File: src/rtl/obpm_pkg.sv
`timescale 1ns / 1ps
`default_nettype none
package obpm_pkg;

    localparam int BOOK_DEPTH = 128;
    localparam int ADDR_W     = $clog2(BOOK_DEPTH);
    localparam int CNT_W      = $clog2(BOOK_DEPTH + 1);

    localparam logic SIDE_ASK = 1'b0;
    localparam logic SIDE_BID = 1'b1;

    typedef struct packed {
        logic [31:0] price;
        logic [31:0] qty;
        logic [15:0] stock;
    } entry_t;

    localparam int ENTRY_W = $bits(entry_t);

    typedef enum logic [2:0] {
        ST_IDLE,
        ST_SRCH,
        ST_SRCH_CMP,
        ST_SHIFT,
        ST_SHIFT_WR,
        ST_MATCH_RD,
        ST_MATCH_EX
    } state_t;

    typedef struct packed {
        logic load_item;
        logic srch_rd;
        logic srch_upd;
        logic sh_rd;
        logic sh_wr;
        logic ins_wr;
        logic m_rd;
        logic m_exec;
    } cmd_t;

    typedef struct packed {
        logic rejected;
        logic srch_done;
        logic sh_done;
        logic out_full;
    } status_t;

    // physical slot of logical index idx in a ring starting at head
    function automatic logic [ADDR_W-1:0] book_addr(input logic [ADDR_W-1:0] head,
                                                    input logic [CNT_W-1:0] idx);
        logic [CNT_W:0] sum;
        sum = (CNT_W+1)'(head) + (CNT_W+1)'(idx);
        if (sum >= (CNT_W+1)'(BOOK_DEPTH)) begin
            sum = sum - (CNT_W+1)'(BOOK_DEPTH);
        end
        return sum[ADDR_W-1:0];
    endfunction

endpackage
`default_nettype wire

File: src/rtl/obpm_ctrl.sv
`timescale 1ns / 1ps
`default_nettype none
module obpm_ctrl (
    input  wire logic              aclk,
    input  wire logic              aresetn,
    input  wire logic              s_valid,
    output logic                   s_ready,
    input  wire obpm_pkg::status_t status,
    output obpm_pkg::cmd_t         cmd
);

    obpm_pkg::state_t state_reg, state_next;

    always_ff @(posedge aclk) begin
        if (!aresetn) begin
            state_reg <= obpm_pkg::ST_IDLE;
        end else begin
            state_reg <= state_next;
        end
    end

    always_comb begin
        state_next = state_reg;
        unique case (state_reg)
            obpm_pkg::ST_IDLE: begin
                if (s_valid) state_next = obpm_pkg::ST_SRCH;
            end
            obpm_pkg::ST_SRCH: begin
                if (status.rejected)       state_next = obpm_pkg::ST_MATCH_RD;
                else if (status.srch_done) state_next = obpm_pkg::ST_SHIFT;
                else                       state_next = obpm_pkg::ST_SRCH_CMP;
            end
            obpm_pkg::ST_SRCH_CMP: state_next = obpm_pkg::ST_SRCH;
            obpm_pkg::ST_SHIFT: begin
                if (status.sh_done) state_next = obpm_pkg::ST_MATCH_RD;
                else                state_next = obpm_pkg::ST_SHIFT_WR;
            end
            obpm_pkg::ST_SHIFT_WR: state_next = obpm_pkg::ST_SHIFT;
            obpm_pkg::ST_MATCH_RD: state_next = obpm_pkg::ST_MATCH_EX;
            obpm_pkg::ST_MATCH_EX: begin
                if (!status.out_full) state_next = obpm_pkg::ST_IDLE;
            end
            default: state_next = obpm_pkg::ST_IDLE;
        endcase
    end

    always_comb begin
        cmd     = '0;
        s_ready = 1'b0;
        unique case (state_reg)
            obpm_pkg::ST_IDLE: begin
                s_ready       = 1'b1;
                cmd.load_item = s_valid;
            end
            obpm_pkg::ST_SRCH: begin
                cmd.srch_rd = !status.rejected && !status.srch_done;
            end
            obpm_pkg::ST_SRCH_CMP: cmd.srch_upd = 1'b1;
            obpm_pkg::ST_SHIFT: begin
                cmd.ins_wr = status.sh_done;
                cmd.sh_rd  = !status.sh_done;
            end
            obpm_pkg::ST_SHIFT_WR: cmd.sh_wr = 1'b1;
            obpm_pkg::ST_MATCH_RD: cmd.m_rd = 1'b1;
            obpm_pkg::ST_MATCH_EX: cmd.m_exec = !status.out_full;
            default: cmd = '0;
        endcase
    end

endmodule
`default_nettype wire

File: config.mk
export PLATFORM = sky130hd
export DESIGN_NAME = obpm_ctrl
export DESIGN_NICKNAME = d
export VERILOG_FILES = /design/src/rtl/obpm_pkg.sv /design/src/rtl/obpm_ctrl.sv
export SDC_FILE = /design/constraint.sdc
export NUM_CORES = 1
export LEC_CHECK = 0
export BUFFER_PORTS_ARGS = -buffer_cell sky130_fd_sc_hd__buf_2
export CAP_MARGIN = 25
export CELL_PAD_IN_SITES_DETAIL_PLACEMENT = 1
export CELL_PAD_IN_SITES_GLOBAL_PLACEMENT = 2
export CORE_MARGIN = 2
export CORE_UTILIZATION = 18
export CTS_BUF_LIST = sky130_fd_sc_hd__clkbuf_16
export DETAILED_ROUTE_END_ITERATION = 16
export PLACE_DENSITY = 0.66
export SLEW_MARGIN = 20
export SYNTH_ARGS = -nofsm -noshare
export SYNTH_HDL_FRONTEND = slang
export SYNTH_SLANG_ARGS = --single-unit
File: constraint.sdc
create_clock -name aclk -period 1.5 [get_ports aclk]
set_clock_uncertainty 0.2 [all_clocks]
set_input_delay 0.075 -clock aclk [delete_from_list [all_inputs] [get_ports aclk]]
set_output_delay 0.075 -clock aclk [all_outputs]
set_load 0.03 [all_outputs]
Word-level counts from Yosys, hierarchy flattened
Index checks and enable logic that the tools add are counted.
{"block": "word_totals", "regBits": 3, "latchBits": 0, "ramBits": 0, "rom_bits": 0, "in_bits": 7, "output_inout_bits": 9, "elab_cells": 31, "mem_count": 0}
{"block": "op_classes", "addsub": 0, "mul": 0, "n_div": 0, "n_lt_le_gt_ge": 0, "n_eq_ne": 8, "shifts": 0, "mux": 15, "n_bitwise": 0, "reduce_logical": 7}
{"operator": "3-bit one-hot mux with 7 select lines", "n": 1}
{"operator": "1-bit two-way mux", "n": 11}
{"operator": "3-bit == test, second input constant", "n": 3}
{"operator": "3-bit two-way mux", "n": 3}
{"operator": "3-bit by 2-bit == test with 1-bit output, second input constant", "n": 2}
{"operator": "1-bit logical NOT", "n": 4}
{"operator": "2-bit != test, second input constant", "n": 2}
{"operator": "3-bit by 1-bit == test with 1-bit output, second input constant", "n": 1}
{"operator": "3-bit logical NOT", "n": 1}
{"operator": "2-bit AND reduction", "n": 1}
{"operator": "1-bit logical AND", "n": 1}

Logic depth before layout (Yosys ltp)
Gate-level depths: netlist (run 1).
{"block": "logic_depth", "ltp_word": 3, "depth_mapped": 4}

Worst setup path before layout (run 1)
OpenSTA, ideal clock, no wires.
{"block": "synth_path", "kind": "flip-flop to output port", "start": "register state_reg[0]", "end": "output cmd[7] (netlist bit)", "t_arrival_ns": 1.580, "t_required_ns": 1.225, "path_slack_ns": -0.355, "path_stages_with_launch": 4, "n_path_buf": 1, "path_cell_list": "dfxtp_1 buf_2 nor3_1 and2_1"}
{"element": "from (decl)", "line_no": "obpm_ctrl.sv:12", "rtl": "obpm_pkg::state_t state_reg, state_next;"}
{"element": "from (signal assigned)", "line_no": "obpm_ctrl.sv:16", "rtl": "state_reg <= obpm_pkg::ST_IDLE;"}
{"element": "from (signal assigned)", "line_no": "obpm_ctrl.sv:18", "rtl": "state_reg <= state_next;"}
{"element": "to (decl)", "line_no": "obpm_ctrl.sv:9", "rtl": "output obpm_pkg::cmd_t cmd"}

==> results of run 1 <==
per-layer routing:
| metal | GRT usage | wire length [um] |
|---|---|---|
| met2 | 0.138 | 329 |
| met5 | 0 | 0 |
| met4 | 0.0581 | 0 |
| met3 | 0.0348 | 45 |
| met1 | 0.129 | 393 |
cell usage in the layout (no fill, tap or decap):
cell	instances
a21o_1	3
a21oi_1	1
a21oi_2	1
and2_1	2
buf_2	14
buf_4	1
clkbuf_16	3
dfxtp_4	3
dlygate4sd3_1	2
inv_1	2
nand2_1	2
nand2b_1	4
nor2_1	4
nor3_1	2
nor3_2	2
nor4_2	1
o21a_1	1
o22ai_1	1
o311ai_1	1
o41ai_2	1
or2_0	1
path summary, 6_finish.rpt:
check | startpoint | cells past startpoint | endpoint
worst min-delay path | status[2] | 3 | state_reg[0]
worst max register to register | state_reg[0] | 2 | state_reg[0]
worst min register to register | state_reg[0] | 2 | state_reg[0]
worst max-delay path | state_reg[1] | 4 | cmd[2]
stage by stage:
step | cells | setup WS [ps] | instance area (um2)
floorplan | 34 | -67.2 | 269
global placement | 61 | 78.0 | 342
detailed placement | 61 | 95.2 | 342
CTS | 67 | 19.7 | 444
global route | 67 | -19.9 | 454
finish | 67 | 76.8 | 454
logic make-up after synthesis:
group	after synthesis	share of synthesized area
AOI/OAI and AO/OA	9	0.297
buffers and inverters	4	0.0990
DFF	3	0.238
and+or+nand+nor	18	0.366
worst max-delay path: stages, from the launching register on:
cell	delay [ps]
dfxtp_4	400
nand2_1	90
nor2_1	130
and2_1	130
buf_2	190
cell type report:
class | count | share of cell area
Inverter | 1 | 0.00826
Tap cell | 15 | 0.0413
Sequential cell | 3 | 0.157
Timing Repair Buffer | 17 | 0.215
Clock inverter | 1 | 0.00826
Clock buffer | 3 | 0.165
Multi-Input combinational cell | 27 | 0.405
power by group through the flow:
stage / Combinational [mW] / Clock, mW / Sequential, mW
6_report: 0.156 / 0.410 / 0.125
5_1_grt: 0.168 / 0.431 / 0.129
3_5_place_dp: 0.152 / 0 / 0.123
3_3_place_gp: 0.153 / 0 / 0.123
2_1_floorplan: 0.144 / 0 / 0.0949
4_1_cts: 0.157 / 0.417 / 0.125
timing repair:
| item | 4_1_cts | 5_1_grt |
|---|---|---|
| gates cloned | 0 | 0 |
| hold endpoints to repair | 3 | 0 |
| resized for setup | 3 | 5 |
| endpoints found under the setup margin | 7 | 4 |
| hold buffers | 2 | 0 |
==> key figures, run 1 <==
Final layout
  • Area Growth Syn to Fin: 79.7%
  • # diodes: 0
  • FF+latch area: 71.3 um2
  • FILL cells: 173
  • Share of post-route cells with drive strength above 1: 0.500
  • Max reg flops: 3
  • Multi-input logic area: 184 um2
  • # nets final: 60
  • Util after Layout: 0.349

Power and ir drop
  • Pint: 0.500 mW
  • Sw Pwr: approximately 0.19 mW
  • Switching fraction of total power: 0.276
  • Clock power frac: 0.593
  • Pwr dens: between 1500 and 2000 nW/um2
  • Overall Power: 0.691 mW
  • Max rail drop VDD: 0.846 mV
  • Leak pwr: 0.215 nW
  • Flop pwr share: 0.181
  • Gate power share: 0.226

Critical path
  • CP arrival: 1150 ps
  • WS Path Type: reg -> out
  • Critical-path maximum fanout: 11
  • CP Capture Type: primary output
  • Crit start category: flop
  • R2R Setup Slk: around 300 ps
  • WP data required: approximately 1200 ps

Clock tree
  • H-tree Lvls: 1
  • Postcts setup bufs: 0
  • Root buf cell: clkbuf_16
  • Worst-path clk slew: 30 ps
  • Clock Latency Late Sink: 220 ps
  • Number of clock sinks: 3
  • CTS tree: done
  • CTS buffer count: 3
  • CTS max path bufs: 2

GRT
  • Largest net degree at the start of global routing: 12
  • Vias in the first global route: around 310
  • Total gr overflow: 0
  • Initial antenna violation count: 0
  • GRT Overall Usage: 0.0987
  • First-pass GRT wire length: between 1 and 1.5 mm

Detailed routing
  • Initial DRC Count: 0
  • Final WL: roughly 770 um
  • # DRC: 0
  • Vias per cell: about 4.4
  • Router iterations before antenna repair: 1
  • WL per Instance: 11.5 um
  • Remaining antenna violation count: 0
  • Vias: 294

Timing
  • Max Clk Rate: 703 MHz
  • RSZ-0062 raised after global routing: yes
  • Hold Slack: 11.6 ps
  • Sum Neg Setup Slack: 0 ps
  • Final setup vio count: 0
  • Tmin final: 1420 ps
  • Fin. Hold Viols: 0
  • Slew headroom: 0.767
  • Worst slew pin tran: approximately 350 ps
  • Pins Over Slew Limit: 0
  • Crit share post-route: 0.949

Placement
  • HPWL after detailed placement: 544 um
  • I/O Buffers: 15
  • Placer Congestion: 0.616

Status
  • Status: finished, final reports clean

Run
  • Total of max-cap violations: 0

Synthesis
  • Synth top area cells: dfxtp_1 (24%), nand2b_1 (9.9%), a21o_1 (8.9%)
  • Synth top area share: 0.238
  • Asr flop ratio synth: 0
  • Gate Count Post-Synth: 34
  • Post-Syn Area per Cell: 7.43 um2
  • Most common library cells after synthesis: nand2b_1 (4), nor2_1 (4), nor3_1 (4)
  • Mapped cell area: 253 um2
  • Syn_nets: 41
  • FF+latch count, synth: 3
  • Synth warnings: 0
  • Post-synth EDFFs: 0
  • Sequential share of the synthesized area: 0.238
  • Post-synth top flop: dfxtp_1
  • Cell taking the most area after synthesis: dfxtp_1
  • Yosys cell types: 18

Floorplan
  • Die Ht: 41.5 um
  • Top Ports: 16
  • Initial core utilization: 0.194
  • Die width: 41.5 um
  • Die area: ~1700 um2
  • CORE AREA: 1300 um2
  • Row count: 13

Hold path
  • Hold Crit Class: in -> reg
Power figures use the tool's default switching activity.
==> inputs of run 2 (changes only) <==
Settings changed: HOLD_SLACK_MARGIN set to 0.02.
==> run 2 against run 1 <==
Global-route usage unchanged. First-iteration DRC count unchanged. Cell area rose by 2.2%. Critical path type unchanged.
==> key figures, run 2 (same netlist as run 1, synthesis figures left out) <==
Status
  • Status: finished, final reports clean (unchanged)

Timing
  • Max Clk Rate: 703 MHz (unchanged)
  • RSZ-0062 raised after global routing: yes (unchanged)
  • Slew headroom: 0.767 (unchanged)
  • Worst slew pin tran: 345 ps (unchanged)
  • Tmin final: 1420 ps (unchanged)
  • Crit share post-route: 0.949 (unchanged)
  • Final setup vio count: 0 (unchanged)
  • Pins Over Slew Limit: 0 (unchanged)
  • Final WS setup: 76.8 ps (unchanged)
  • Fin. Hold Viols: 0 (unchanged)

Final layout
  • Commonest non-fill, non-tap cells in the layout: buf_2 (14), nand2b_1 (4), nor2_1 (4) (unchanged)
  • Multi-input logic area: 184 um2 (unchanged)
  • Share of post-route cells with drive strength above 1: 0.491 (was 0.500)
  • # diodes: 0 (unchanged)
  • Area Growth Syn to Fin: 83.7% (was 79.7%)
  • FILL cells: 173 (unchanged)
  • Fin area: 464 um2 (was 454 um2)
  • FF+latch area: 71.3 um2 (unchanged)
  • # nets final: 61 (was 60)
  • Max reg flops: 3 (unchanged)
  • Most common cell after layout, fill and taps aside: buf_2 (unchanged)

Clock tree
  • H-tree Lvls: 1 (unchanged)
  • CTS max path bufs: 2 (unchanged)
  • Root buf cell: clkbuf_16 (unchanged)
  • Worst-path clk slew: 30 ps (about the same)
  • CTS buffer count: 3 (unchanged)
  • Clock Latency Late Sink: 220 ps (about the same)
  • Number of clock sinks: 3 (unchanged)
  • CTS tree: done (unchanged)

Critical path
  • Critical-path maximum fanout: 11 (unchanged)
  • Slowest cell on crit path: dfxtp_4 (unchanged)
  • WS Path Type: reg -> out (unchanged)
  • CP arrival: 1150 ps (about the same)
  • WP data required: 1220 ps (about the same)
  • Crit path cell chain: nand2_1 -> nor2_1 -> and2_1 -> buf_2 (unchanged)
  • Crit path buf inv count: 1 (unchanged)
  • Crit start category: flop (unchanged)
  • Top delay family on crit path: flip-flops (unchanged)
  • Largest stage delay, worst path: 400 ps (about the same)
  • CP Capture Type: primary output (unchanged)

Detailed routing
  • # DRC: 0 (unchanged)
  • WL per Instance: 11.5 um (about the same)
  • Initial DRC Count: 0 (unchanged)
  • Final WL: 779 um (was 768 um)
  • Vias: 300 (was 294)
  • Vias per cell: 4.41 (was 4.39)
  • Router iterations before antenna repair: 1 (unchanged)
  • Remaining antenna violation count: 0 (unchanged)

Power and ir drop
  • Overall Power: 0.693 mW (was 0.691 mW)
  • Leak pwr: 0.219 nW (was 0.215 nW)
  • Max rail drop VDD: 0.842 mV (was 0.846 mV)
  • Pwr dens: 1490 nW/um2 (was 1520 nW/um2)

Floorplan
  • CORE AREA: 1300 um2 (unchanged)
  • Row count: 13 (unchanged)
  • Die area: 1720 um2 (unchanged)
  • Die width: 41.5 um (unchanged)
  • Initial core utilization: 0.194 (unchanged)
  • Die Ht: 41.5 um (unchanged)
  • Top Ports: 16 (unchanged)

Placement
  • Place WS: 95.2 ps (unchanged)
  • HPWL after detailed placement: 544 um (unchanged)
  • Post-DP Area: 342 um2 (unchanged)
  • Placer Congestion: 0.616 (unchanged)
  • I/O Buffers: 15 (unchanged)

GRT
  • Total gr overflow: 0 (unchanged)
  • Initial antenna violation count: 0 (unchanged)
  • First-pass GRT wire length: 1.33 mm (unchanged)
  • GRT Overall Usage: 0.0987 (unchanged)
  • Largest net degree at the start of global routing: 12 (unchanged)
  • Vias in the first global route: 309 (unchanged)

Hold path
  • Hold Crit Class: in -> reg (unchanged)

Run
  • Total of max-cap violations: 0 (unchanged)
run 2: cell count changes in the layout (fill, tap and decap cells not counted), sizes merged:
cell and delta:
dlygate4sd3 +1
run 2: stage by stage:
stage          setup TNS [ps]  hold WS (ps)  utilization  std cells
2_1_floorplan           -88.2         -7.40            -         34
6_report                    0          49.5        0.357         68
5_1_grt                 -19.9          96.6        0.357         68
3_3_place_gp                0           129        0.263         61
4_1_cts                     0          55.0        0.349         68
3_5_place_dp                0           115        0.263         61
run 2: routing by layer:
| metal | global-route usage | part of all wire | up-vias |
|---|---|---|---|
| li1 | - | - | 156 |
| met1 | 0.129 | 0.50 | 135 |
| met2 | 0.138 | 0.44 | 9 |
| met3 | 0.0348 | 0.059 | 0 |
| met4 | 0.0581 | 0 | 0 |
| met5 | 0 | 0 | - |
run 2: tightest hold or removal path, stage by stage:
cell      delay (ps)
buf_2            120
o311ai_1         110
a21oi_1          130
run 2: report_power, final:
group          switching [mW]  internal (mW)  leakage, nW  total (mW)
sequential             0.0308         0.0945       0.0267       0.125
clock                  0.0667          0.343       0.0423       0.410
combinational          0.0936         0.0642        0.150       0.158
run 2: area by class of cell:
type | instances | share of cell area
clock buffer | 3 | 0.162
tap | 15 | 0.0404
multi-input combinational | 27 | 0.396
timing repair buffer | 18 | 0.232
clock inverter | 1 | 0.00809
inverter | 1 | 0.00809
sequential | 3 | 0.154
run 2: final timing paths:
path / start / end / slack (ps) / cells past startpoint
setup reg to reg: state_reg[0] / state_reg[0] / 300 / 2
setup / recovery: state_reg[1] / cmd[2] / 80 / 4
hold reg to reg: state_reg[0] / state_reg[0] / 390 / 2
hold / removal: status[3] / state_reg[0] / 50 / 3
run 2: repair_timing:
item	in CTS	in global routing
resized for setup	3	4
buffers inserted	0	0
pin swaps	0	0
endpoints found under the setup margin	7	4
hold endpoints to repair	3	0
hold buffers	3	0
